[src/hw/rtl/led_matrix_column_scanner_macros.svh]
// Assertion shorthands shared by the scanner RTL.
// Each one is clocked on clk and switched off while rst_n is low.
`ifndef LED_MATRIX_COLUMN_SCANNER_MACROS_SVH
`define LED_MATRIX_COLUMN_SCANNER_MACROS_SVH

// The property must hold at every clock edge out of reset.
`define LMCS_ASSERT(label, prop, msg) \
  label: assert property (@(posedge clk) disable iff (!rst_n) (prop)) else $error(msg);

// The condition must never be seen at a clock edge out of reset.
`define LMCS_ASSERT_NEVER(label, cond, msg) \
  label: assert property (@(posedge clk) disable iff (!rst_n) !(cond)) else $error(msg);

`endif

[src/hw/rtl/lmcs_pkg.sv]
package lmcs_pkg;

  // Matrix geometry and timing
  localparam int COLUMNS = 10;
  localparam int COL_W   = 4;
  localparam logic [15:0] START_DELAY = 16'd11;

  // Port bytes
  localparam logic [7:0] STROBE_BYTE = 8'h80;
  localparam logic [7:0] HALT_BYTE   = 8'h00;

  // Register reset values
  localparam logic [9:0] RESET_DELAY_STEP  = 10'd10;
  localparam logic [9:0] RESET_DELAY_FLOOR = 10'd1;

  // Result queue sizing (depth is a power of two)
  localparam int FIFO_PTR_W = 3;
  localparam int FIFO_DEPTH = 1 << FIFO_PTR_W;
  localparam int FIFO_CNT_W = FIFO_PTR_W + 1;
  localparam int MAX_RESULTS = 3;

  typedef enum logic [2:0] {
    OP_TICK   = 3'd0,
    OP_LOAD   = 3'd1,
    OP_SLOWER = 3'd2,
    OP_FASTER = 3'd3,
    OP_STOP   = 3'd4
  } op_t;

  typedef enum logic {
    CFG_DELAY_STEP  = 1'b0,
    CFG_DELAY_FLOOR = 1'b1
  } cfg_idx_t;

  typedef struct packed {
    logic [2:0] operation;
    logic [7:0] data_byte;
    logic       last_byte;
  } item_t;

  typedef struct packed {
    logic       port_write;
    logic [7:0] port_byte;
    logic       frame_done;
    logic       load_refused;
    logic       last;
  } result_t;

  // Results produced by one item, packed from slot 0
  typedef struct packed {
    logic [1:0]    count;
    result_t [2:0] res;
  } push_t;

endpackage

[src/hw/rtl/lmcs_core.sv]
module lmcs_core (
  input  logic                     clk,
  input  logic                     rst_n,
  input  logic                     go,
  input  lmcs_pkg::item_t          item,
  input  logic                     cfg_wr_en,
  input  lmcs_pkg::cfg_idx_t       cfg_index,
  input  logic [9:0]               cfg_wdata,
  output lmcs_pkg::push_t          push
);
  import lmcs_pkg::*;

  // Scanner state
  logic [7:0]       store_r [2][COLUMNS];
  logic             shown_r, shown_nxt;
  logic [COL_W-1:0] col_r, col_nxt;
  logic [COL_W-1:0] fill_r, fill_nxt;
  logic             pending_r, pending_nxt;
  logic [15:0]      delay_r, delay_nxt;
  logic [15:0]      wait_r, wait_nxt;
  logic             first_r, first_nxt;
  logic             running_r, running_nxt;
  logic             halted_r, halted_nxt;
  logic [9:0]       step_r;
  logic [9:0]       min_r;

  // Store write request
  logic             st_we;
  logic [COL_W-1:0] st_col;

  // Datapath helpers
  logic             last_col;
  logic             halt_now;
  logic [7:0]       col_byte;
  logic [16:0]      slow_sum;
  logic [16:0]      fast_floor;
  logic             refused;
  result_t          strobe_res, col_res, halt_res;

  assign last_col   = (col_r == COL_W'(COLUMNS - 1));
  assign halt_now   = last_col && !running_r;
  assign col_byte   = {1'b0, store_r[shown_r][col_r][6:0]};
  assign slow_sum   = {1'b0, delay_r} + 17'(step_r);
  assign fast_floor = 17'(step_r) + 17'(min_r);
  assign refused    = pending_r || !running_r || halted_r;

  always_comb begin
    strobe_res = '{port_write: 1'b1, port_byte: STROBE_BYTE, frame_done: 1'b0,
                   load_refused: 1'b0, last: 1'b0};
    col_res    = '{port_write: 1'b1, port_byte: col_byte,
                   frame_done: last_col && running_r, load_refused: 1'b0,
                   last: !halt_now};
    halt_res   = '{port_write: 1'b1, port_byte: HALT_BYTE, frame_done: 1'b1,
                   load_refused: 1'b0, last: 1'b1};
  end

  // Next state and results for the item in the input register
  always_comb begin
    shown_nxt   = shown_r;
    col_nxt     = col_r;
    fill_nxt    = fill_r;
    pending_nxt = pending_r;
    delay_nxt   = delay_r;
    wait_nxt    = wait_r;
    first_nxt   = first_r;
    running_nxt = running_r;
    halted_nxt  = halted_r;
    st_we       = 1'b0;
    st_col      = fill_r;
    push        = '0;
    if (go) begin
      case (op_t'(item.operation))
        OP_TICK: begin
          if (!halted_r) begin
            if (wait_r != 16'd0) begin
              wait_nxt = wait_r - 16'd1;
            end else begin
              wait_nxt  = (delay_r != 16'd0) ? delay_r - 16'd1 : 16'd0;
              first_nxt = 1'b0;
              col_nxt   = col_r + COL_W'(1);
              if (last_col) begin
                if (!running_r) begin
                  halted_nxt = 1'b1;
                end else begin
                  col_nxt = '0;
                  if (pending_r) begin
                    shown_nxt   = !shown_r;
                    pending_nxt = 1'b0;
                    fill_nxt    = '0;
                  end
                end
              end
              // Strobe is skipped on the first column after reset
              if (first_r) begin
                push.res[0] = col_res;
                push.res[1] = halt_res;
                push.count  = halt_now ? 2'd2 : 2'd1;
              end else begin
                push.res[0] = strobe_res;
                push.res[1] = col_res;
                push.res[2] = halt_res;
                push.count  = halt_now ? 2'd3 : 2'd2;
              end
            end
          end
        end
        OP_LOAD: begin
          push.count  = 2'd1;
          push.res[0] = '{port_write: 1'b0, port_byte: 8'h00, frame_done: 1'b0,
                          load_refused: 1'b1, last: 1'b1};
          if (!refused) begin
            if (fill_r < COL_W'(COLUMNS)) begin
              st_we    = 1'b1;
              fill_nxt = fill_r + COL_W'(1);
              push.res[0].load_refused = 1'b0;
            end
            // Mark closes the frame even when the byte itself is overfull
            if (item.last_byte) begin
              pending_nxt = 1'b1;
              fill_nxt    = '0;
            end
          end
        end
        OP_SLOWER: begin
          delay_nxt = slow_sum[16] ? 16'hFFFF : slow_sum[15:0];
        end
        OP_FASTER: begin
          if ({1'b0, delay_r} >= fast_floor) begin
            delay_nxt = delay_r - 16'(step_r);
          end else begin
            delay_nxt = 16'(min_r);
          end
        end
        OP_STOP: begin
          running_nxt = 1'b0;
        end
        default: begin
        end
      endcase
    end
  end

  // State registers
  always_ff @(posedge clk) begin
    if (!rst_n) begin
      shown_r   <= 1'b0;
      col_r     <= '0;
      fill_r    <= '0;
      pending_r <= 1'b0;
      delay_r   <= START_DELAY;
      wait_r    <= 16'd0;
      first_r   <= 1'b1;
      running_r <= 1'b1;
      halted_r  <= 1'b0;
    end else begin
      shown_r   <= shown_nxt;
      col_r     <= col_nxt;
      fill_r    <= fill_nxt;
      pending_r <= pending_nxt;
      delay_r   <= delay_nxt;
      wait_r    <= wait_nxt;
      first_r   <= first_nxt;
      running_r <= running_nxt;
      halted_r  <= halted_nxt;
    end
  end

  // Frame store: both halves clear at reset, loads fill the hidden half
  always_ff @(posedge clk) begin
    if (!rst_n) begin
      for (int h = 0; h < 2; h++) begin
        for (int c = 0; c < COLUMNS; c++) begin
          store_r[h][c] <= 8'h00;
        end
      end
    end else if (st_we) begin
      store_r[!shown_r][st_col] <= item.data_byte;
    end
  end

  // Configuration registers
  always_ff @(posedge clk) begin
    if (!rst_n) begin
      step_r <= RESET_DELAY_STEP;
      min_r  <= RESET_DELAY_FLOOR;
    end else if (cfg_wr_en) begin
      case (cfg_index)
        CFG_DELAY_STEP:  step_r <= cfg_wdata;
        CFG_DELAY_FLOOR: min_r  <= cfg_wdata;
        default: begin
        end
      endcase
    end
  end

`include "led_matrix_column_scanner_macros.svh"

  `LMCS_ASSERT_NEVER(a_fill_range, fill_r > COL_W'(COLUMNS), "fill index past column count")
  `LMCS_ASSERT(a_halt_stopped, halted_r |-> !running_r, "halted while still running")
  `LMCS_ASSERT(a_col_range, !halted_r |-> (col_r < COL_W'(COLUMNS)), "scan column out of range")

endmodule

[src/hw/rtl/lmcs_fifo.sv]
module lmcs_fifo (
  input  logic                clk,
  input  logic                rst_n,
  input  lmcs_pkg::push_t     push,
  output logic                room,
  output logic                out_valid,
  input  logic                out_stall,
  output lmcs_pkg::result_t   out_res
);
  import lmcs_pkg::*;

  result_t                 mem_r [FIFO_DEPTH];
  logic [FIFO_PTR_W-1:0]   wr_ptr_r, wr_ptr_nxt;
  logic [FIFO_PTR_W-1:0]   rd_ptr_r, rd_ptr_nxt;
  logic [FIFO_CNT_W-1:0]   count_r, count_nxt;
  logic                    pop;

  // Room for the largest burst one item can produce
  assign room      = (count_r <= FIFO_CNT_W'(FIFO_DEPTH - MAX_RESULTS));
  assign out_valid = (count_r != '0);
  assign out_res   = mem_r[rd_ptr_r];
  assign pop       = out_valid && !out_stall;

  // Pointer and occupancy update
  always_comb begin
    wr_ptr_nxt = wr_ptr_r + FIFO_PTR_W'(push.count);
    rd_ptr_nxt = rd_ptr_r + FIFO_PTR_W'(pop);
    count_nxt  = count_r + FIFO_CNT_W'(push.count) - FIFO_CNT_W'(pop);
  end

  always_ff @(posedge clk) begin
    if (!rst_n) begin
      wr_ptr_r <= '0;
      rd_ptr_r <= '0;
      count_r  <= '0;
    end else begin
      wr_ptr_r <= wr_ptr_nxt;
      rd_ptr_r <= rd_ptr_nxt;
      count_r  <= count_nxt;
    end
  end

  // Up to three entries written in consecutive slots
  always_ff @(posedge clk) begin
    for (int k = 0; k < MAX_RESULTS; k++) begin
      if (k < int'(push.count)) begin
        mem_r[wr_ptr_r + FIFO_PTR_W'(k)] <= push.res[k];
      end
    end
  end

`include "led_matrix_column_scanner_macros.svh"

  `LMCS_ASSERT_NEVER(a_fifo_count, count_r > FIFO_CNT_W'(FIFO_DEPTH), "result queue over depth")
  `LMCS_ASSERT_NEVER(a_fifo_push, (push.count != 2'd0) && !room, "push without room")

endmodule

[src/hw/rtl/led_matrix_column_scanner.sv]
// Flow: an accepted item waits in the input register until the queue has room for a full
//   burst; its results are then written into the queue and presented on out_* from there.
// Throughput: one item per cycle, and results leave an 8-deep queue one per cycle unless
//   out_stall is high; input stalls while an item waits with fewer than three slots free.
// Reset (rst_n low, synchronous): frame store cleared, delay 11, step 10, minimum 1.
module led_matrix_column_scanner (
  input  logic       clk,
  input  logic       rst_n,
  input  logic       in_valid,
  output logic       in_stall,
  input  logic [2:0] in_operation,
  input  logic [7:0] in_data_byte,
  input  logic       in_last_byte,
  output logic       out_valid,
  input  logic       out_stall,
  output logic       out_port_write,
  output logic [7:0] out_port_byte,
  output logic       out_frame_done,
  output logic       out_load_refused,
  output logic       out_last,
  input  logic       cfg_wr_en,
  input  logic       cfg_index,
  input  logic [9:0] cfg_wdata
);
  import lmcs_pkg::*;

  logic    stage_valid_r, stage_valid_nxt;
  item_t   stage_item_r;
  logic    room;
  logic    go;
  logic    in_take;
  push_t   push;
  result_t out_res;

  // Input register advances whenever the queue can take a full burst
  assign go       = stage_valid_r && room;
  assign in_stall = stage_valid_r && !room;
  assign in_take  = in_valid && !in_stall;

  always_comb begin
    stage_valid_nxt = stage_valid_r;
    if (in_take) begin
      stage_valid_nxt = 1'b1;
    end else if (go) begin
      stage_valid_nxt = 1'b0;
    end
  end

  always_ff @(posedge clk) begin
    if (!rst_n) begin
      stage_valid_r <= 1'b0;
    end else begin
      stage_valid_r <= stage_valid_nxt;
    end
  end

  always_ff @(posedge clk) begin
    if (in_take) begin
      stage_item_r <= '{operation: in_operation, data_byte: in_data_byte,
                        last_byte: in_last_byte};
    end
  end

  lmcs_core u_core (
    .clk       (clk),
    .rst_n     (rst_n),
    .go        (go),
    .item      (stage_item_r),
    .cfg_wr_en (cfg_wr_en),
    .cfg_index (cfg_idx_t'(cfg_index)),
    .cfg_wdata (cfg_wdata),
    .push      (push)
  );

  lmcs_fifo u_fifo (
    .clk       (clk),
    .rst_n     (rst_n),
    .push      (push),
    .room      (room),
    .out_valid (out_valid),
    .out_stall (out_stall),
    .out_res   (out_res)
  );

  assign out_port_write   = out_res.port_write;
  assign out_port_byte    = out_res.port_byte;
  assign out_frame_done   = out_res.frame_done;
  assign out_load_refused = out_res.load_refused;
  assign out_last         = out_res.last;

endmodule
[config.mk]
export PLATFORM = sky130hd
export DESIGN_NAME = led_matrix_column_scanner
export DESIGN_NICKNAME = d
export VERILOG_FILES = /design/src/hw/rtl/lmcs_pkg.sv /design/src/hw/rtl/lmcs_core.sv /design/src/hw/rtl/lmcs_fifo.sv /design/src/hw/rtl/led_matrix_column_scanner.sv
export VERILOG_INCLUDE_DIRS = /design/src /design/src/hw/rtl
export SDC_FILE = /design/constraint.sdc
export NUM_CORES = 1
export LEC_CHECK = 0
export BUFFER_PORTS_ARGS = -buffer_cell sky130_fd_sc_hd__buf_2
export CORE_ASPECT_RATIO = 1.4
export CORE_MARGIN = 2
export CORE_UTILIZATION = 40
export DETAILED_ROUTE_END_ITERATION = 10
export HOLD_SLACK_MARGIN = 0.03
export PLACE_DENSITY = 0.54
export SETUP_SLACK_MARGIN = 0.2
export SLEW_MARGIN = 20
export SYNTH_ARGS = -nofsm -noshare
export SYNTH_HDL_FRONTEND = slang
export SYNTH_HIERARCHICAL = 1
export SYNTH_SLANG_ARGS = --single-unit
[constraint.sdc]
create_clock -name clk -period 5.7 [get_ports clk]
set_clock_uncertainty 0.15 [all_clocks]
set_input_delay 0.285 -clock clk [delete_from_list [all_inputs] [get_ports clk]]
set_output_delay 0.285 -clock clk [all_outputs]
set_load 0.01 [all_outputs]
==> results.ini <==
[run_status]
status=finished clean

[global_routing]
grt_pass1_wl_um=85370
gr-usage-all-layers_pct=22.18
antenna_found_initial=0
grt_overflow=0
grt_pass1_vias=14862
grt_max_degree=101

[place]
gp_congestion=0.8738
port_buffers=40
dp_slack_ps=1034
dp_hpwl_um=36340

[drt]
first_pass_iters=5
drc=0
drtIter0Drc=1315
post_drt_wl_per_cell_um=22.20
vias=14793
ant_nets=0
wl_um=55440
viasPerCell=5.924

[clock_tree]
clkLatencyLatePin_ps=540
clk_pin_slew_ps=60
cts_tree=built
cts_htree_levels=2
cts_buffers=36
cts_root_buf=clkbuf_16
cts.sinks=324
cts_buffer_depth=3

[sta]
worst_hold_slack_ps=99.39
slew_viol_final=0
setup_slack_ps=1026
worst_pin_slew_ps=1048
max_freq_ghz=0.2140
post-route-period-util_pct=81.99
slew_headroom_pct=30.14
finalSetupViolations=0
fin_crit_ps=4674
rsz0062_at_grt=no
finalHoldViolCount=0
finalSetupTns_ps=0

[critical_path]
cp_max_fo=9
path_buf_inv=0
cp_slowest_cell=o21ai_1
rr_worst_depth=15
worst_ep_required_time_ps=5950
critPathKind=reg2reg
worst_path_dominant_cell_family=compound AO/OA/AOI/OAI gates
slowest_delay_ps=740
cp-start-kind=register
crit_path_end_kind=register
crit_chain=ha_1, a21o_1, a21oi_1, o21bai_1, a2111oi_0, o31ai_1, a21oi_1, xor2_1, ha_1, and4_1, nand2_1, o21ai_1, mux2_2, o22ai_1, o21ai_0
crit_cells=15
critPathArrivalTime_ps=4920

[floorplan]
ioPinCount=42
die_x_um=188.6
core_um2=47050
design.die.area_um2=49510
rows=94
start_util_pct=40.58
die_y_um=262.5

[layout]
fill_cells=4449
area_delta_synth_final_pct=11.06
final_cell_mix=247 x edfxtp_1, 207 x nand2_1, 155 x nor2_1, 137 x o21ai_0, 118 x nor3_1
diodes=0
fin_nets=1940
drive_gt1_share_pct=14.26
final_common_cell=edfxtp_1

[logic_synthesis]
netlist_instances=1857
ys_warn_count=6
syn_area_um2=19090
syn_avg_cell_area_um2=10.28

[power_and_ir_drop]
irDropWorstVdd_mv=0.2094
total_power_uw=6026
leakage_uw=0.007292
power.density_nw_per_um2=284.2

[flow_run]
max_cap_violations=0

[hold_path]
hold_path.class=in2reg
holdPathStages=4

## final cells by class
class | instances | area [um2] | area share [%]
inverter | 71 | 266.5 | 1.257
clock buffer | 44 | 972.2 | 4.585
timing repair buffer | 100 | 740.7 | 3.493
sequential | 324 | 8961 | 42.26
clock inverter | 22 | 262.8 | 1.239
multi-input combinational | 1312 | 9219 | 43.48
tap | 624 | 780.7 | 3.682
## where the power goes
part | internal (uW) | switching [uW] | total [uW]
Combinational | 383 | 494 | 877
Clock | 1450 | 988 | 2440
Sequential | 2610 | 94.9 | 2710
## flip-flops by register name (all words and copies together), names as in the netlist, named ones only
| register | count |
|---|---|
| u_core/store_r | 140 |
| u_fifo/mem_r | 96 |
| u_core/delay_r | 16 |
| u_core/wait_r | 16 |
| stage_item_r | 11 |
| u_core/min_r | 10 |
| u_core/step_r | 10 |
| u_core/col_r | 4 |
| u_core/fill_r | 4 |
| u_fifo/count_r | 4 |
| u_fifo/rd_ptr_r | 3 |
| u_fifo/wr_ptr_r | 3 |
| stage_valid_r | 1 |
| u_core/first_r | 1 |
| u_core/halted_r | 1 |
| u_core/pending_r | 1 |
| u_core/running_r | 1 |
| u_core/shown_r | 1 |
## routing by layer
layer  up-vias  track usage [%]  part of all wire, %
met5         -                0                    0
met4         0            9.206                  4.2
met3       149            2.551                  4.8
met2       541            40.90                   53
met1      7205            25.87                   38
li1       6898                -                    -
## worst min-delay path, delay by kind of cell
kind | cells | cell delay [ps]
buf+inv | 1 | 100
compound gates | 1 | 50
simple gates | 2 | 300
## final timing paths
kind                                  startpoint           endpoint  slack (ps)
worst min-delay path                   cfg_index   u_core/step_r[6]         100
worst min register to register   u_core/min_r[8]    u_core/min_r[8]         330
worst max-delay path            u_core/step_r[1]  u_core/delay_r[3]        1030
worst max register to register  u_core/step_r[1]  u_core/delay_r[3]        1030
## what timing repair did
action                                 in CTS  in global routing
resized for setup                           0                  0
endpoints found under the hold margin      33                  0
buffers inserted                            0                  0
hold buffers                               23                  0
## stage by stage
stage / area, um2 / utilization [%] / instances
CTS: 21180 / 45.01 / 2496
finish: 21200 / 45.07 / 2497
global route: 21200 / 45.07 / 2497
floorplan: 19130 / - / 1867
detailed placement: 19710 / 41.90 / 2407
global placement: 19710 / 41.90 / 2407
Note: power is estimated with default switching activity, not from simulation.
